### config.mk
export PLATFORM = sky130hd
export DESIGN_NAME = i2c_master_line_sequencer
export DESIGN_NICKNAME = d
export VERILOG_FILES = /design/src/rtl/i2cmls_pkg.sv /design/src/rtl/i2cmls_front.sv /design/src/rtl/i2cmls_queue.sv /design/src/rtl/i2cmls_back.sv /design/src/rtl/i2c_master_line_sequencer.sv
export SDC_FILE = /design/constraint.sdc
export NUM_CORES = 1
export LEC_CHECK = 0
export BUFFER_PORTS_ARGS = -buffer_cell sky130_fd_sc_hd__buf_2
export CAP_MARGIN = 20
export CORE_MARGIN = 1
export CORE_UTILIZATION = 40
export DETAILED_ROUTE_END_ITERATION = 8
export PLACE_DENSITY = 0.69
export SETUP_SLACK_MARGIN = 0.1
export SLEW_MARGIN = 10
export SYNTH_ARGS = -nofsm -noshare
export SYNTH_HDL_FRONTEND = slang
export SYNTH_SLANG_ARGS = --single-unit
### constraint.sdc
create_clock -name clk -period 2.2 [get_ports clk]
set_clock_uncertainty 0.15 [all_clocks]
set_input_delay 0.11 -clock clk [delete_from_list [all_inputs] [get_ports clk]]
set_output_delay 0.11 -clock clk [all_outputs]
set_load 0.01 [all_outputs]
### src/rtl/i2cmls_pkg.sv
// Shared types and constants for the I2C master line sequencer.
`default_nettype none

package i2cmls_pkg;

  // Request mode codes as they arrive on the input channel
  typedef enum logic [2:0] {
    MODE_START    = 3'd0,
    MODE_STOP     = 3'd1,
    MODE_WRITE    = 3'd2,
    MODE_READ     = 3'd3,
    MODE_SEND_ACK = 3'd4,
    MODE_RECV_ACK = 3'd5
  } mode_t;

  // Line-write programs run by the back end
  typedef enum logic [1:0] {
    OP_START = 2'd0,
    OP_STOP  = 2'd1,
    OP_SHIFT = 2'd2,
    OP_READ  = 2'd3
  } op_t;

  // What the final line write reports
  typedef enum logic [1:0] {
    RES_NONE = 2'd0,
    RES_BYTE = 2'd1,
    RES_ACK  = 2'd2
  } res_t;

  typedef struct packed {
    op_t        op;
    logic [7:0] data;      // SDA levels, MSB first
    logic [2:0] last_bit;  // index of the final bit slot
    res_t       res;
    logic [7:0] sample;    // sampled line levels
  } cmd_t;

  localparam int         QUEUE_DEPTH   = 2;
  localparam logic [7:0] MSB_MASK      = 8'h80;
  localparam logic [2:0] BYTE_LAST_BIT = 3'd7;
  localparam logic [2:0] ONE_LAST_BIT  = 3'd0;

  // Phase codes inside one bit slot
  localparam logic [1:0] PH_DATA = 2'd0;
  localparam logic [1:0] PH_HIGH = 2'd1;
  localparam logic [1:0] PH_LOW  = 2'd2;
  localparam logic [1:0] PH_FOUR = 2'd3;

endpackage : i2cmls_pkg

`default_nettype wire

### src/rtl/i2cmls_front.sv
// Front end: accept requests and classify them into line-write programs.
`default_nettype none

module i2cmls_front
  import i2cmls_pkg::*;
(
  input  wire logic       in_valid,
  output logic            in_stall,
  input  wire logic [2:0] in_mode,
  input  wire logic [7:0] in_tx_byte,
  input  wire logic       in_ack_out,
  input  wire logic [7:0] in_line_bits,
  input  wire logic       q_full,
  output logic            q_push,
  output cmd_t            q_cmd
);

  logic known;

  assign in_stall = q_full;

  always_comb begin
    known           = 1'b1;
    q_cmd.op        = OP_START;
    q_cmd.data      = '0;
    q_cmd.last_bit  = ONE_LAST_BIT;
    q_cmd.res       = RES_NONE;
    q_cmd.sample    = in_line_bits;
    case (in_mode)
      MODE_START: begin
        q_cmd.op = OP_START;
      end
      MODE_STOP: begin
        q_cmd.op = OP_STOP;
      end
      MODE_WRITE: begin
        q_cmd.op       = OP_SHIFT;
        q_cmd.data     = in_tx_byte;
        q_cmd.last_bit = BYTE_LAST_BIT;
      end
      MODE_READ: begin
        q_cmd.op       = OP_READ;
        q_cmd.last_bit = BYTE_LAST_BIT;
        q_cmd.res      = RES_BYTE;
      end
      MODE_SEND_ACK: begin
        q_cmd.op   = OP_SHIFT;
        q_cmd.data = in_ack_out ? MSB_MASK : '0;
      end
      MODE_RECV_ACK: begin
        q_cmd.op   = OP_SHIFT;
        q_cmd.data = MSB_MASK;
        q_cmd.res  = RES_ACK;
      end
      default: begin
        // drop unused codes: no line writes
        known = 1'b0;
      end
    endcase
  end

  assign q_push = in_valid && !q_full && known;

endmodule : i2cmls_front

`default_nettype wire

### src/rtl/i2cmls_queue.sv
// Short request queue between the front and back ends.
`default_nettype none

module i2cmls_queue
  import i2cmls_pkg::*;
#(
  parameter int DEPTH = QUEUE_DEPTH
) (
  input  wire logic clk,
  input  wire logic rst_n,
  input  wire logic push,
  input  wire cmd_t push_cmd,
  input  wire logic pop,
  output cmd_t      head,
  output logic      full,
  output logic      empty
);

  localparam int PTR_W = (DEPTH > 1) ? $clog2(DEPTH) : 1;
  localparam int CNT_W = $clog2(DEPTH + 1);

  cmd_t             slot_r [DEPTH];
  logic [PTR_W-1:0] wr_ptr_r, wr_ptr_nxt;
  logic [PTR_W-1:0] rd_ptr_r, rd_ptr_nxt;
  logic [CNT_W-1:0] cnt_r, cnt_nxt;

  assign full  = (cnt_r == CNT_W'(DEPTH));
  assign empty = (cnt_r == '0);
  assign head  = slot_r[rd_ptr_r];

  always_comb begin
    wr_ptr_nxt = wr_ptr_r;
    rd_ptr_nxt = rd_ptr_r;
    cnt_nxt    = cnt_r;
    if (push) begin
      wr_ptr_nxt = (wr_ptr_r == PTR_W'(DEPTH - 1)) ? '0 : PTR_W'(wr_ptr_r + 1'b1);
    end
    if (pop) begin
      rd_ptr_nxt = (rd_ptr_r == PTR_W'(DEPTH - 1)) ? '0 : PTR_W'(rd_ptr_r + 1'b1);
    end
    if (push && !pop) begin
      cnt_nxt = CNT_W'(cnt_r + 1'b1);
    end else if (pop && !push) begin
      cnt_nxt = CNT_W'(cnt_r - 1'b1);
    end
  end

  always_ff @(posedge clk) begin
    if (!rst_n) begin
      wr_ptr_r <= '0;
      rd_ptr_r <= '0;
      cnt_r    <= '0;
    end else begin
      wr_ptr_r <= wr_ptr_nxt;
      rd_ptr_r <= rd_ptr_nxt;
      cnt_r    <= cnt_nxt;
    end
  end

  always_ff @(posedge clk) begin
    if (push) begin
      slot_r[wr_ptr_r] <= push_cmd;
    end
  end

endmodule : i2cmls_queue

`default_nettype wire

### src/rtl/i2cmls_back.sv
// Back end: run one line-write program per request, one pin write a cycle when not stalled.
`default_nettype none

module i2cmls_back
  import i2cmls_pkg::*;
(
  input  wire logic       clk,
  input  wire logic       rst_n,
  input  wire logic       q_empty,
  input  wire cmd_t       head,
  output logic            q_pop,
  output logic            out_valid,
  input  wire logic       out_stall,
  output logic            out_scl,
  output logic            out_sda,
  output logic [7:0]      out_rx_byte,
  output logic            out_ack_in,
  output logic            out_last
);

  // running program and line state
  logic       busy_r, busy_nxt;
  cmd_t       cur_r, cur_nxt;
  logic [1:0] phase_r, phase_nxt;
  logic [2:0] bit_r, bit_nxt;
  logic [7:0] sh_r, sh_nxt;
  logic       scl_lvl_r, scl_lvl_nxt;
  logic       sda_lvl_r, sda_lvl_nxt;

  // output register
  logic       out_valid_r, out_valid_nxt;
  logic       out_scl_r, out_sda_r, out_ack_r, out_last_r;
  logic [7:0] out_rx_r;

  // active program view
  cmd_t       act;
  logic [1:0] act_phase;
  logic [2:0] act_bit;
  logic [7:0] act_sh;
  logic       adv, have, step, fin;
  logic [1:0] ph_inc;

  always_comb begin
    act       = busy_r ? cur_r : head;
    act_phase = busy_r ? phase_r : PH_DATA;
    act_bit   = busy_r ? bit_r : '0;
    act_sh    = busy_r ? sh_r : head.data;
    adv       = !out_valid_r || !out_stall;
    have      = busy_r || !q_empty;
    step      = adv && have;
    q_pop     = adv && !busy_r && !q_empty;
    ph_inc    = 2'(act_phase + 2'd1);

    scl_lvl_nxt = scl_lvl_r;
    sda_lvl_nxt = sda_lvl_r;
    fin         = 1'b0;
    phase_nxt   = ph_inc;
    bit_nxt     = act_bit;
    sh_nxt      = act_sh;

    case (act.op)
      OP_START: begin
        case (act_phase)
          PH_DATA: sda_lvl_nxt = 1'b1;
          PH_HIGH: scl_lvl_nxt = 1'b1;
          PH_LOW:  sda_lvl_nxt = 1'b0;
          default: scl_lvl_nxt = 1'b0;
        endcase
        fin = (act_phase == PH_FOUR);
      end
      OP_STOP: begin
        case (act_phase)
          PH_DATA: sda_lvl_nxt = 1'b0;
          PH_HIGH: scl_lvl_nxt = 1'b1;
          default: sda_lvl_nxt = 1'b1;
        endcase
        fin = (act_phase == PH_LOW);
      end
      OP_SHIFT: begin
        case (act_phase)
          PH_DATA: sda_lvl_nxt = act_sh[7];
          PH_HIGH: scl_lvl_nxt = 1'b1;
          default: begin
            scl_lvl_nxt = 1'b0;
            fin         = (act_bit == act.last_bit);
            phase_nxt   = PH_DATA;
            bit_nxt     = 3'(act_bit + 3'd1);
            sh_nxt      = {act_sh[6:0], 1'b0};
          end
        endcase
      end
      default: begin  // OP_READ: release SDA once, then clock pulses only
        case (act_phase)
          PH_DATA: sda_lvl_nxt = 1'b1;
          PH_HIGH: scl_lvl_nxt = 1'b1;
          default: begin
            scl_lvl_nxt = 1'b0;
            fin         = (act_bit == act.last_bit);
            phase_nxt   = PH_HIGH;
            bit_nxt     = 3'(act_bit + 3'd1);
          end
        endcase
      end
    endcase

    busy_nxt      = busy_r;
    cur_nxt       = q_pop ? head : cur_r;
    out_valid_nxt = out_valid_r;
    if (adv) begin
      out_valid_nxt = have;
    end
    if (step) begin
      busy_nxt = !fin;
      if (fin) begin
        phase_nxt = PH_DATA;
        bit_nxt   = '0;
      end
    end else begin
      phase_nxt   = phase_r;
      bit_nxt     = bit_r;
      sh_nxt      = sh_r;
      scl_lvl_nxt = scl_lvl_r;
      sda_lvl_nxt = sda_lvl_r;
    end
  end

  always_ff @(posedge clk) begin
    if (!rst_n) begin
      busy_r      <= 1'b0;
      phase_r     <= PH_DATA;
      bit_r       <= '0;
      scl_lvl_r   <= 1'b1;
      sda_lvl_r   <= 1'b1;
      out_valid_r <= 1'b0;
    end else begin
      busy_r      <= busy_nxt;
      phase_r     <= phase_nxt;
      bit_r       <= bit_nxt;
      scl_lvl_r   <= scl_lvl_nxt;
      sda_lvl_r   <= sda_lvl_nxt;
      out_valid_r <= out_valid_nxt;
    end
  end

  always_ff @(posedge clk) begin
    cur_r <= cur_nxt;
    sh_r  <= sh_nxt;
    if (step) begin
      out_scl_r  <= scl_lvl_nxt;
      out_sda_r  <= sda_lvl_nxt;
      out_last_r <= fin;
      out_rx_r   <= (fin && act.res == RES_BYTE) ? act.sample : '0;
      out_ack_r  <= fin && act.res == RES_ACK && act.sample[7];
    end
  end

  assign out_valid   = out_valid_r;
  assign out_scl     = out_scl_r;
  assign out_sda     = out_sda_r;
  assign out_rx_byte = out_rx_r;
  assign out_ack_in  = out_ack_r;
  assign out_last    = out_last_r;

`ifndef SYNTHESIS
  a_idle_counters: assert property (@(posedge clk) disable iff (!rst_n)
    !busy_r |-> (phase_r == PH_DATA && bit_r == '0))
    else $error("idle back end holds nonzero counters");

  a_pop_needs_entry: assert property (@(posedge clk) disable iff (!rst_n)
    q_pop |-> (!q_empty && !busy_r))
    else $error("pop without a queued request");

  a_mid_clean: assert property (@(posedge clk) disable iff (!rst_n)
    (out_valid_r && !out_last_r) |-> (out_rx_r == '0 && !out_ack_r))
    else $error("result data on a non-final line write");

  a_read_no_data_phase: assert property (@(posedge clk) disable iff (!rst_n)
    (busy_r && cur_r.op == OP_READ) |-> (phase_r != PH_DATA))
    else $error("read program went back to its release phase");

  a_step_loads_output: assert property (@(posedge clk) disable iff (!rst_n)
    step |=> (out_valid_r && out_scl_r == scl_lvl_r && out_sda_r == sda_lvl_r))
    else $error("output register out of step with line levels");
`endif

endmodule : i2cmls_back

`default_nettype wire

### src/rtl/i2c_master_line_sequencer.sv
// A taken request is queued; its first line write then goes through the output register.
// Throughput: one line write per cycle unless out_stall holds it; a request makes its writes
// (start 4, stop 3, write 24, read 17, send or receive acknowledge 3), with no gap between.
// The back end's one-write-per-cycle sequencer sets that figure; unused mode codes take none.
// Reset (synchronous, rst_n low): queue emptied, output invalid, SCL and SDA levels released.
`default_nettype none

module i2c_master_line_sequencer
  import i2cmls_pkg::*;
#(
  parameter int QUEUE_DEPTH_P = QUEUE_DEPTH
) (
  input  wire logic       clk,
  input  wire logic       rst_n,
  // request channel
  input  wire logic       in_valid,
  output logic            in_stall,
  input  wire logic [2:0] in_mode,
  input  wire logic [7:0] in_tx_byte,
  input  wire logic       in_ack_out,
  input  wire logic [7:0] in_line_bits,
  // line-write channel
  output logic            out_valid,
  input  wire logic       out_stall,
  output logic            out_scl,
  output logic            out_sda,
  output logic [7:0]      out_rx_byte,
  output logic            out_ack_in,
  output logic            out_last
);

  // Front end classifies a request into a compact program record
  cmd_t q_cmd;
  cmd_t q_head;
  logic q_push;
  logic q_pop;
  logic q_full;
  logic q_empty;

  i2cmls_front u_front (
    .in_valid     (in_valid),
    .in_stall     (in_stall),
    .in_mode      (in_mode),
    .in_tx_byte   (in_tx_byte),
    .in_ack_out   (in_ack_out),
    .in_line_bits (in_line_bits),
    .q_full       (q_full),
    .q_push       (q_push),
    .q_cmd        (q_cmd)
  );

  // Queue lets the front keep taking requests while a long write drains
  i2cmls_queue #(
    .DEPTH (QUEUE_DEPTH_P)
  ) u_queue (
    .clk      (clk),
    .rst_n    (rst_n),
    .push     (q_push),
    .push_cmd (q_cmd),
    .pop      (q_pop),
    .head     (q_head),
    .full     (q_full),
    .empty    (q_empty)
  );

  // Back end: start the head program in the same cycle it is popped, then
  // advance one pin write per cycle into the output register unless stalled
  i2cmls_back u_back (
    .clk         (clk),
    .rst_n       (rst_n),
    .q_empty     (q_empty),
    .head        (q_head),
    .q_pop       (q_pop),
    .out_valid   (out_valid),
    .out_stall   (out_stall),
    .out_scl     (out_scl),
    .out_sda     (out_sda),
    .out_rx_byte (out_rx_byte),
    .out_ack_in  (out_ack_in),
    .out_last    (out_last)
  );

endmodule : i2c_master_line_sequencer

`default_nettype wire

==> results.tsv, run 1 <==
stage	metric	value	unit
drt	wl	7650	um
synth	synth.mux.area_fraction	11.4	%
sta	maxSlewHeadroom	67.2	%
worst_hold_path	hold_path_depth	3	
placement	dp_cells	476	
synth	synth_area	4030	um^2
global_route	grt_pass1_vias	2496	
floorplan	initial_core_util	41.2	%
worst_setup_path	required	2.16	ns
cts	htreeDepth	3	
drt	vias_per_cell	4.97	
final_layout	nFillCells	854	
drt	wire_per_inst	14.8	um
global_route	grt_start_max_net_pins	23	
synth	synth_top_area_share	56.0	%
pwr	max-vdd-ir-drop	519	uV
floorplan	num_rows	36	
synth	syn_inst	301	
synth	postSynthNetCount	333	
worst_setup_path	critical_path_class	reg -> reg	
synth	synthTopCellsByArea	edfxtp_1, dfxtp_1, mux2i_1, mux2_2, ha_1	
global_route	antenna_found_initial	0	
final_layout	drive_gt1_share	30.3	%
worst_setup_path	end_kind	flip-flop	
worst_setup_path	timing.rr.end	u_back.out_ack_in$_DFFE_PP_	
worst_setup_path	timing.rr.start	u_back.busy_r$_SDFFE_PN0P_	
global_route	grt_overflow	0	
sta	max_freq	0.488	GHz
placement	placed_area	4480	um^2
sta	min_period	2.05	ns
job	maxCapViolations	0	
global_route	top_usage_layer	met2	
final_layout	final_util	51.0	%
floorplan	core_area	9770	um^2
synth	yosysUniqueCellTypes	56	
floorplan	fp.dieW	102	um
cts	cts_num_sinks	89	
final_layout	syn_to_final_growth	24.0	%
synth	synthArstFlopShare	0	%
synth	postSynthAreaPerCell	13.4	um^2
pwr	power.density_cell_area	1200	nW/um^2
synth	synth.yosys.seq_area_share	62.9	%
worst_hold_path	holdCritPathClass	in -> reg	
synth	synth-edff-count	75	
cts	cts.clk_slew.worst_paths	0.09	ns
synth	synth_flop_cell	edfxtp_1	
synth	synth-seq-cells	89	
floorplan	die-height	102	um
drt	drt-pass1-iter-count	4	
sta	hold_slack	0.0231	ns
worst_setup_path	crit_arrival	2.01	ns
cts	cts_tree	yes	
cts	cts_buffers	9	
synth	synthXorXnorAreaFrac	0.653	%
global_route	grt_use_total	15.4	%
sta	period_share	93.2	%
worst_setup_path	endpoint	u_back.out_ack_in$_DFFE_PP_	
final_layout	design_area	4990	um^2
placement	post-dp-hpwl	4920	um
drt	vias	2563	
sta	final-hold-violation-count	0	
global_route	grt_use_met1	19.0	%
sta	slew_violations	0	
final_layout	seq_area	2540	um^2
floorplan	ios	38	
worst_setup_path	reg2reg_depth	8	
floorplan	die-area	10500	um^2
drt	first_iter_violations	101	
synth	yosysWarnings	0	
cts	cts_root_buf	clkbuf_8	
synth	synth_top_family_by_area	multiplexers	
worst_setup_path	critPathMaxFanout	7	
final_layout	antennaDiodeCount	0	
worst_setup_path	reg2reg_slack	0.15	ns
drt	antenna_left	0	
final_layout	multi_input_area	1450	um^2
pwr	p_leak	0.00198	uW
worst_setup_path	start_kind	flip-flop	
synth	synth_fa_ha_area_share	2.49	%
synth	synthSimpleGateAreaFrac	11.2	%
global_route	use_met3	2.53	%
sta	tightest_slew	0.486	ns
drt	drc_errors	0	
final_layout	layout.cells.non_filler	516	
placement	gp_congestion	0.884	
worst_setup_path	setup.worst_path.start	u_back.busy_r$_SDFFE_PN0P_	
sta	rsz0062_at_grt	false	
cts	cts.path.max_buffers	2	
global_route	grt_pass1_wl	12000	um
final_layout	fin_nets	410	
synth	yosysTopAreaCell	edfxtp_1	
global_route	use_met2	26.4	%
sta	tns	0	ns
synth	synth-compound-area-share	8.64	%
cts	clock_latency	0.35	ns
run_status	outcome	completed	
sta	final-setup-viol-count	0	
placement	io_buffer_count	37	
## flip-flops by register name, summed over array words and instances, names as in the netlist, 2 cells and up, named ones only
signal and cells:
u_back.sh_r 8, u_back.out_rx_byte 8, u_queue.cnt_r 2, u_back.cur_r 13, u_back.phase_r 2, u_queue.slot_r 42
u_back.bit_r 3
## layout make-up
class	count	share of cell area [%]
Sequential cell	89	50.9
Clock inverter	7	2.01
Multi-Input combinational cell	187	29.1
Inverter	13	0.978
Tap cell	133	3.34
Clock buffer	9	2.48
Timing Repair Buffer	78	11.2
## synth_stat cells, drive strengths merged, types with 3 or more instances
cell,instances
nand2b,5
and2,8
a21oi,9
a21boi,3
clkbuf,6
inv,12
ha,8
nor2,25
and3,7
o31ai,3
o41ai,3
mux2i,21
buf,6
nand2,23
o21ai,12
nand3,8
dfxtp,14
mux2,18
edfxtp,75
## where the power goes
| group | internal (uW) | total, uW | switching [uW] |
|---|---|---|---|
| clock network | 652 | 1250 | 601 |
| logic | 907 | 2060 | 1160 |
| registers | 2430 | 2670 | 239 |
| total | 3990 | 5990 | 2000 |
## what timing repair did
| action | in CTS | in global routing |
|---|---|---|
| endpoints found under the hold margin | 41 | 0 |
| pin swaps | 0 | 6 |
| hold buffers | 21 | 0 |
| gates resized for setup | 5 | 12 |
| buffers inserted | 0 | 3 |
| setup endpoints to repair | 17 | 16 |
## per-stage QoR
step,setup slack [ns],total power [uW]
floorplan,0.108,4040
global placement,0.0112,4600
detailed placement,-0.0590,4670
CTS,0.106,5960
global route,0.0932,6310
finish,0.149,5990
## routing by layer
metal | wire, um | vias to the layer above
met4 | 139 | 0
met5 | 0 | -
met1 | 3490 | 1234
met3 | 218 | 13
li1 | - | 1270
met2 | 3800 | 46
## worst max-delay path, cell delays in order, from the launching register on
cell and delay, ns:
dfxtp_4 0.39, nand2_4 0.07, inv_1 0.05, ha_2 0.18, mux2_4 0.27, or2_4 0.24
o211ai_4 0.10, nand2_4 0.14, and4b_1 0.22
## kinds of logic (layout without fill, tap and decap cells)
family,after synthesis,count (layout)
buf+inv,25,107
compound gates,47,47
xor+xnor,3,3
simple gates,89,89
fa+ha+maj,8,8
mux,40,40
flops,89,89
## worst min path at each step
stage	from	end	slack [ns]
3_5_place_dp	in_line_bits[1]	u_queue.slot_r[1][1]$_DFFE_PP_	0.15
5_1_grt	in_mode[1]	u_queue.slot_r[0][22]$_DFFE_PP_	0.04
3_3_place_gp	in_line_bits[0]	u_queue.slot_r[0][0]$_DFFE_PP_	0.15
2_1_floorplan	rst_n	u_back.sda_lvl_r$_SDFF_PN1_	0.03
6_report	in_mode[1]	u_queue.slot_r[1][22]$_DFFE_PP_	0.02
4_1_cts	in_mode[1]	u_queue.slot_r[1][22]$_DFFE_PP_	0.01
## layout by cell type (no fill, tap or decap), types with 2 or more instances in the layout
master         netlist  routed
clkbuf_8             0       9
ha_2                 0       3
inv_2                1       2
o41ai_2              2       2
a21oi_1              9       9
o31a_1               2       2
o21a_1               2       2
mux2_4               3       4
nand2b_1             5       5
o31ai_1              2       2
dfxtp_1             14      11
inv_1               11      10
nand2_4              1       3
nor2_1              25      24
and3_1               7       7
inv_6                0       3
nand3_1              8       8
mux2_2              15      14
buf_2                4      37
nand2_1             22      20
a21boi_0             3       3
bufinv_16            0       2
nor2b_1              2       2
ha_1                 8       5
dfxtp_2              0       2
buf_4                1      19
and2_1               8       7
o21ai_0             12      11
mux2i_1             20      20
edfxtp_1            75      75
dlygate4sd3_1        0      21
nand4_1              2       2
o221ai_1             2       2
xnor2_1              2       2
Power figures use the tool's default switching activity.
==> run 2, diff against run 1 <==
--- a/config.mk
+++ b/config.mk
@@ -9,8 +9,9 @@
 export CAP_MARGIN = 20
 export CORE_MARGIN = 1
 export CORE_UTILIZATION = 40
+export CTS_CLUSTER_SIZE = 14
 export DETAILED_ROUTE_END_ITERATION = 8
-export PLACE_DENSITY = 0.69
+export PLACE_DENSITY = 0.67
 export SETUP_SLACK_MARGIN = 0.1
 export SLEW_MARGIN = 10
 export SYNTH_ARGS = -nofsm -noshare
==> constraint.sdc (replaced) <==
create_clock -name clk -period 2.56 [get_ports clk]
set_clock_uncertainty 0.15 [all_clocks]
set_input_delay 0.128 -clock clk [delete_from_list [all_inputs] [get_ports clk]]
set_output_delay 0.128 -clock clk [all_outputs]
set_load 0.01 [all_outputs]
==> run 2 against run 1 <==
- register-to-register slack improved by 0.04 ns
- die area unchanged
- power is 20% lower
- sequential power is 15% lower
- maximum frequency shrank 14%
- largest power group unchanged
==> results.tsv, run 2 (same netlist as run 1, synthesis figures left out) <==
stage	metric	value	unit	change
worst_setup_path	critPathMaxFanout	25		was 7
sta	tightest_slew	0.567	ns	was 0.486 ns
drt	drt-pass1-iter-count	4		unchanged
global_route	grt_pass1_vias	2643		was 2496
placement	post-dp-hpwl	5110	um	was 4920 um
floorplan	ios	38		unchanged
sta	final-hold-violation-count	0		unchanged
global_route	grt_start_max_net_pins	26		was 23
final_layout	top_register	u_queue.slot_r		unchanged
floorplan	fp.dieW	102	um	unchanged
placement	io_buffer_count	37		unchanged
final_layout	drive_gt1_share	25.3	%	was 30.3%
drt	wire_per_inst	14.9	um	was 14.8 um
floorplan	core_area	9770	um^2	unchanged
cts	cts.clk_slew.worst_paths	0.09	ns	about the same
floorplan	num_rows	36		unchanged
global_route	antenna_found_initial	0		unchanged
worst_setup_path	crit_arrival	2.31	ns	was 2.01 ns
cts	cts_root_buf	clkbuf_8		unchanged
final_layout	antennaDiodeCount	0		unchanged
final_layout	largestRegisters	u_queue.slot_r (42), u_back.cur_r (13)		unchanged
run_status	outcome	completed		unchanged
cts	cts.path.max_buffers	2		unchanged
final_layout	layout_common_cells	edfxtp_1, buf_2, nor2_1, nand2_1, mux2i_1		was edfxtp_1, buf_2, nor2_1, dlygate4sd3_1
final_layout	largest_reg_flops	42		unchanged
drt	drc_errors	0		unchanged
placement	gp_congestion	0.883		was 0.884
pwr	max-vdd-ir-drop	385	uV	was 519 uV
floorplan	initial_core_util	41.2	%	unchanged
worst_setup_path	required	2.50	ns	was 2.16 ns
final_layout	nFillCells	853		was 854
floorplan	die-height	102	um	unchanged
worst_setup_path	critical_path_class	reg -> reg		unchanged
global_route	grt_overflow	0		unchanged
final_layout	syn_to_final_growth	18.6	%	was 24.0%
final_layout	fin_nets	399		was 410
drt	vias_per_cell	4.99		was 4.97
global_route	grt_use_total	15.8	%	was 15.4%
cts	clock_latency	0.35	ns	about the same
global_route	grt_pass1_wl	12400	um	was 12000 um
sta	period_share	92.7	%	was 93.2%
worst_hold_path	holdCritPathClass	in -> reg		unchanged
sta	final-setup-viol-count	0		unchanged
drt	antenna_left	0		unchanged
cts	cts_tree	yes		unchanged
worst_setup_path	end_kind	flip-flop		unchanged
worst_setup_path	start_kind	flip-flop		unchanged
drt	wl	7540	um	was 7650 um
cts	htreeDepth	3		unchanged
job	maxCapViolations	0		unchanged
sta	tns	0	ns	unchanged
sta	maxSlewHeadroom	62.2	%	was 67.2%
sta	max_freq	0.421	GHz	was 0.488 GHz
cts	postCtsSetupBuffers	0		unchanged
sta	slew_violations	0		unchanged
final_layout	final_common_cell	edfxtp_1		unchanged
drt	vias	2521		was 2563
pwr	power.density_cell_area	1000	nW/um^2	was 1200 nW/um^2
cts	cts_buffers	9		unchanged
final_layout	final_util	48.8	%	was 51.0%
pwr	p_leak	0.00185	uW	was 0.00198 uW
sta	rsz0062_at_grt	true		was false
sta	min_period	2.37	ns	was 2.05 ns
drt	first_iter_violations	74		was 101
cts	cts_num_sinks	89		unchanged
floorplan	die-area	10500	um^2	unchanged
==> run 2: cell type report <==
class                      count  area (um^2)  area share [%]
clock buffer                  10          128            2.67
timing repair buffer          67          458            9.59
multi-input combinational    187         1390            29.0
clock inverter                 6         51.3            1.07
tap                          133          166            3.49
inverter                      13         52.6            1.10
sequential                    89         2530            53.0
==> run 2: metal layers <==
layer	global-route usage, %	share of wire (%)
met5	0	0
met4	5.38	0.88
met3	3.69	3.3
met2	27.0	51
met1	19.6	45
==> run 2: worst max-delay path: stages (launching register included) <==
cell,delay (ns)
dfxtp_1,0.46
buf_4,0.33
clkinvlp_4,0.23
mux2i_4,0.24
buf_4,0.19
o21a_1,0.17
o221ai_1,0.22
a31oi_1,0.12
==> run 2: worst paths after layout <==
kind	start	endpoint	slack (ns)	cells after the start
worst max register to register	u_back.busy_r$_SDFFE_PN0P_	u_back.out_scl$_DFFE_PP_	0.19	7
worst min register to register	u_back.phase_r[0]$_SDFFE_PN0P_	u_back.phase_r[0]$_SDFFE_PN0P_	0.38	2
worst min-delay path	in_mode[1]	u_queue.slot_r[1][22]$_DFFE_PP_	0.05	3
worst max-delay path	u_back.busy_r$_SDFFE_PN0P_	u_back.out_scl$_DFFE_PP_	0.19	7
==> run 2: through the flow <==
step	instances	area (um^2)	hold slack, ns	setup slack, ns	power, uW
after global routing	505	4770	0.0385	0.0322	5110
after detailed placement	470	4400	0.172	0.143	3930
after floorplan	301	4030	0.0510	0.258	3440
after CTS	505	4770	0.0264	0.124	4840
final	505	4770	0.0547	0.187	4790
after global placement	470	4400	0.167	0.224	3860
==> run 2: report_power, final <==
group	total (uW)	internal, uW	leakage (uW)	switching [uW]
sequential	2270	2080	0.000828	188
clock	881	365	0.0000810	517
combinational	1640	688	0.000938	950
==> run 2: timing repair <==
| item | CTS | global route |
|---|---|---|
| endpoints found under the setup margin | 0 | 12 |
| hold buffers | 19 | 0 |
| endpoints found under the hold margin | 37 | 0 |
| gates resized for setup | 0 | 2 |
==> run 3, diff against run 2 <==
--- a/config.mk
+++ b/config.mk
@@ -5,7 +5,7 @@
 export SDC_FILE = /design/constraint.sdc
 export NUM_CORES = 1
 export LEC_CHECK = 0
-export BUFFER_PORTS_ARGS = -buffer_cell sky130_fd_sc_hd__buf_2
+export BUFFER_PORTS_ARGS = -buffer_cell sky130_fd_sc_hd__clkbuf_2
 export CAP_MARGIN = 20
 export CORE_MARGIN = 1
 export CORE_UTILIZATION = 40
==> run 3 against run 2 <==
- sequential power hardly changed
- via count is 0.28% lower
- hold slack worse by 0.046 ns
- combinational power hardly changed
- power is 3.1% higher
- non-clock buffer count stayed put
- cell area is 0.79% higher
- clock-buffer cell count is 1 lower
- first-iteration DRC count is 38% higher
- maximum frequency is 1.9% higher
- highest routed layer unchanged
==> results.tsv, run 3 (same netlist as run 1, synthesis figures left out) <==
stage	metric	value	unit	change
drt	drt-pass1-iter-count	5		was 4
worst_setup_path	required	2.52	ns	was 2.50 ns
final_layout	syn_to_final_growth	19.6	%	was 18.6%
worst_setup_path	path_cells	buf_4 > clkinvlp_4 > mux2i_4 > buf_4 > o21a_1 > o221ai_1 > a31oi_1		unchanged
drt	antenna_left	0		unchanged
worst_setup_path	crit_path_top_delay_cell	dfxtp_1		unchanged
sta	hold_slack	0.00836	ns	was 0.0547 ns
drt	drc_errors	0		unchanged
floorplan	die-height	102	um	unchanged
sta	tightest_slew	0.598	ns	was 0.567 ns
placement	io_buffer_count	37		unchanged
global_route	grt_overflow	0		unchanged
sta	maxSlewHeadroom	60.1	%	was 62.2%
cts	cts_num_sinks	89		unchanged
pwr	power.density_cell_area	1030	nW/um^2	was 1000 nW/um^2
sta	period_share	91.0	%	was 92.7%
sta	final-hold-violation-count	0		unchanged
global_route	grt_pass1_wl	11800	um	was 12400 um
worst_setup_path	timing.rr.end	u_back.out_scl$_DFFE_PP_		unchanged
drt	first_iter_violations	102		was 74
final_layout	largestRegisters	u_queue.slot_r (42), u_back.cur_r (13)		unchanged
floorplan	fp.dieW	102	um	unchanged
cts	cts_root_buf	clkbuf_8		unchanged
final_layout	final_common_cell	edfxtp_1		unchanged
final_layout	layout_common_cells	edfxtp_1, clkbuf_2, nor2_1, nand2_1, mux2i_1		was edfxtp_1, buf_2, nor2_1, nand2_1, mux2i_1
job	maxCapViolations	0		unchanged
global_route	antenna_found_initial	0		unchanged
run_status	outcome	completed		unchanged
cts	cts_buffers	9		unchanged
worst_setup_path	timing.rr.start	u_back.busy_r$_SDFFE_PN0P_		unchanged
worst_setup_path	start_kind	flip-flop		unchanged
worst_setup_path	cpPeakStageDelay	0.45	ns	was 0.46 ns
worst_setup_path	critical_path_class	reg -> reg		unchanged
worst_setup_path	reg2reg_slack	0.23	ns	was 0.19 ns
worst_hold_path	hold_path_depth	3		unchanged
drt	wire_per_inst	14.4	um	was 14.9 um
sta	max_freq	0.429	GHz	was 0.421 GHz
global_route	grt_use_total	15.3	%	was 15.8%
worst_hold_path	holdCritPathClass	in -> reg		unchanged
worst_setup_path	critPathMaxFanout	25		unchanged
sta	tns	0	ns	unchanged
worst_setup_path	crit_arrival	2.29	ns	was 2.31 ns
worst_setup_path	end_kind	flip-flop		unchanged
final_layout	antennaDiodeCount	0		unchanged
worst_hold_path	min_to	u_queue.slot_r[0][20]$_DFFE_PP_		was u_queue.slot_r[1][22]$_DFFE_PP_
cts	cts.clk_slew.worst_paths	0.10	ns	was 0.09 ns
sta	final-setup-viol-count	0		unchanged
worst_setup_path	cpMostUsedCell	buf_4		unchanged
final_layout	seq_area	2530	um^2	unchanged
global_route	grt_pass1_vias	2408		was 2643
drt	vias_per_cell	4.98		was 4.99
worst_hold_path	min_from	in_tx_byte[7]		was in_mode[1]
global_route	grt_start_max_net_pins	26		unchanged
final_layout	top_register	u_queue.slot_r		unchanged
pwr	max-vdd-ir-drop	494	uV	was 385 uV
final_layout	drive_gt1_share	25.5	%	was 25.3%
floorplan	ios	38		unchanged
final_layout	multi_input_area	1390	um^2	unchanged
drt	vias	2514		was 2521
placement	gp_congestion	0.884		was 0.883
final_layout	fin_nets	399		unchanged
sta	rsz0062_at_grt	true		unchanged
cts	cts_tree	yes		unchanged
cts	htreeDepth	3		unchanged
placement	post-dp-hpwl	4940	um	was 5110 um
final_layout	largest_reg_flops	42		unchanged
drt	wl	7270	um	was 7540 um
floorplan	die-area	10500	um^2	unchanged
cts	postCtsSetupBuffers	0		unchanged
cts	cts.path.max_buffers	2		unchanged
worst_setup_path	reg2reg_depth	7		unchanged
floorplan	initial_core_util	41.2	%	unchanged
final_layout	nFillCells	860		was 853
sta	min_period	2.33	ns	was 2.37 ns
pwr	p_leak	0.00188	uW	was 0.00185 uW
floorplan	core_area	9770	um^2	unchanged
cts	clock_latency	0.36	ns	was 0.35 ns
floorplan	num_rows	36		unchanged
sta	slew_violations	0		unchanged
[run 3: changes by cell type in the layout (fill, tap and decap cells not counted), sizes merged]
cell	change
buf	-37
clkbuf	+36
clkinvlp	-3
inv	+3
bufinv	+1
[run 3: through the flow]
step	setup slack (ns)	std cells	cell area [um^2]	util, %	power [uW]
after floorplan	0.258	301	4030	-	3440
after detailed placement	0.145	470	4400	45.0	3920
after global placement	0.223	470	4400	45.0	3870
after CTS	0.129	505	4810	49.2	4980
final	0.230	505	4810	49.2	4940
after global routing	0.0556	505	4810	49.2	5240
[run 3: worst max path at each step]
stage	start	depth (start not counted)	slack, ns	to
CTS	u_back.busy_r$_SDFFE_PN0P_	8	0.13	u_back.out_rx_byte[0]$_SDFFCE_PN0P_
finish	u_back.busy_r$_SDFFE_PN0P_	7	0.23	u_back.out_scl$_DFFE_PP_
global placement	u_back.busy_r$_SDFFE_PN0P_	8	0.22	u_back.out_rx_byte[2]$_SDFFCE_PN0P_
global route	u_back.busy_r$_SDFFE_PN0P_	7	0.06	u_back.out_scl$_DFFE_PP_
floorplan	u_back.phase_r[1]$_SDFFE_PN0P_	9	0.26	u_back.out_rx_byte[0]$_SDFFCE_PN0P_
detailed placement	u_back.busy_r$_SDFFE_PN0P_	8	0.15	u_back.out_rx_byte[0]$_SDFFCE_PN0P_
[run 3: layout make-up]
| class | count | area share [%] |
|---|---|---|
| inverter | 13 | 1.09 |
| sequential | 89 | 52.6 |
| timing repair buffer | 67 | 9.52 |
| clock inverter | 7 | 1.92 |
| tap | 133 | 3.46 |
| clock buffer | 9 | 2.57 |
| multi-input combinational | 187 | 28.8 |
[run 3: repair_timing]
| item | 4_1_cts | 5_1_grt |
|---|---|---|
| endpoints found under the setup margin | 0 | 12 |
| endpoints found under the hold margin | 37 | 0 |
| hold buffers | 19 | 0 |
| resized for setup | 0 | 2 |
[run 3: metal layers]
layer | track usage (%) | share of wire, %
met1 | 19.0 | 45
met2 | 25.5 | 50
met3 | 4.58 | 3.9
met4 | 5.05 | 1.0
met5 | 0 | 0
[run 3: power breakdown]
group	internal [uW]	switching (uW)
clock	480	560
sequential	2080	189
combinational	686	942
[run 3: worst max-delay path: cells and delay by family, from the launching register on]
kind / cells / cell delay, ns
DFF: 1 / 0.45
muxes: 1 / 0.23
buffers and inverters: 3 / 0.74
AOI/OAI and AO/OA: 3 / 0.51
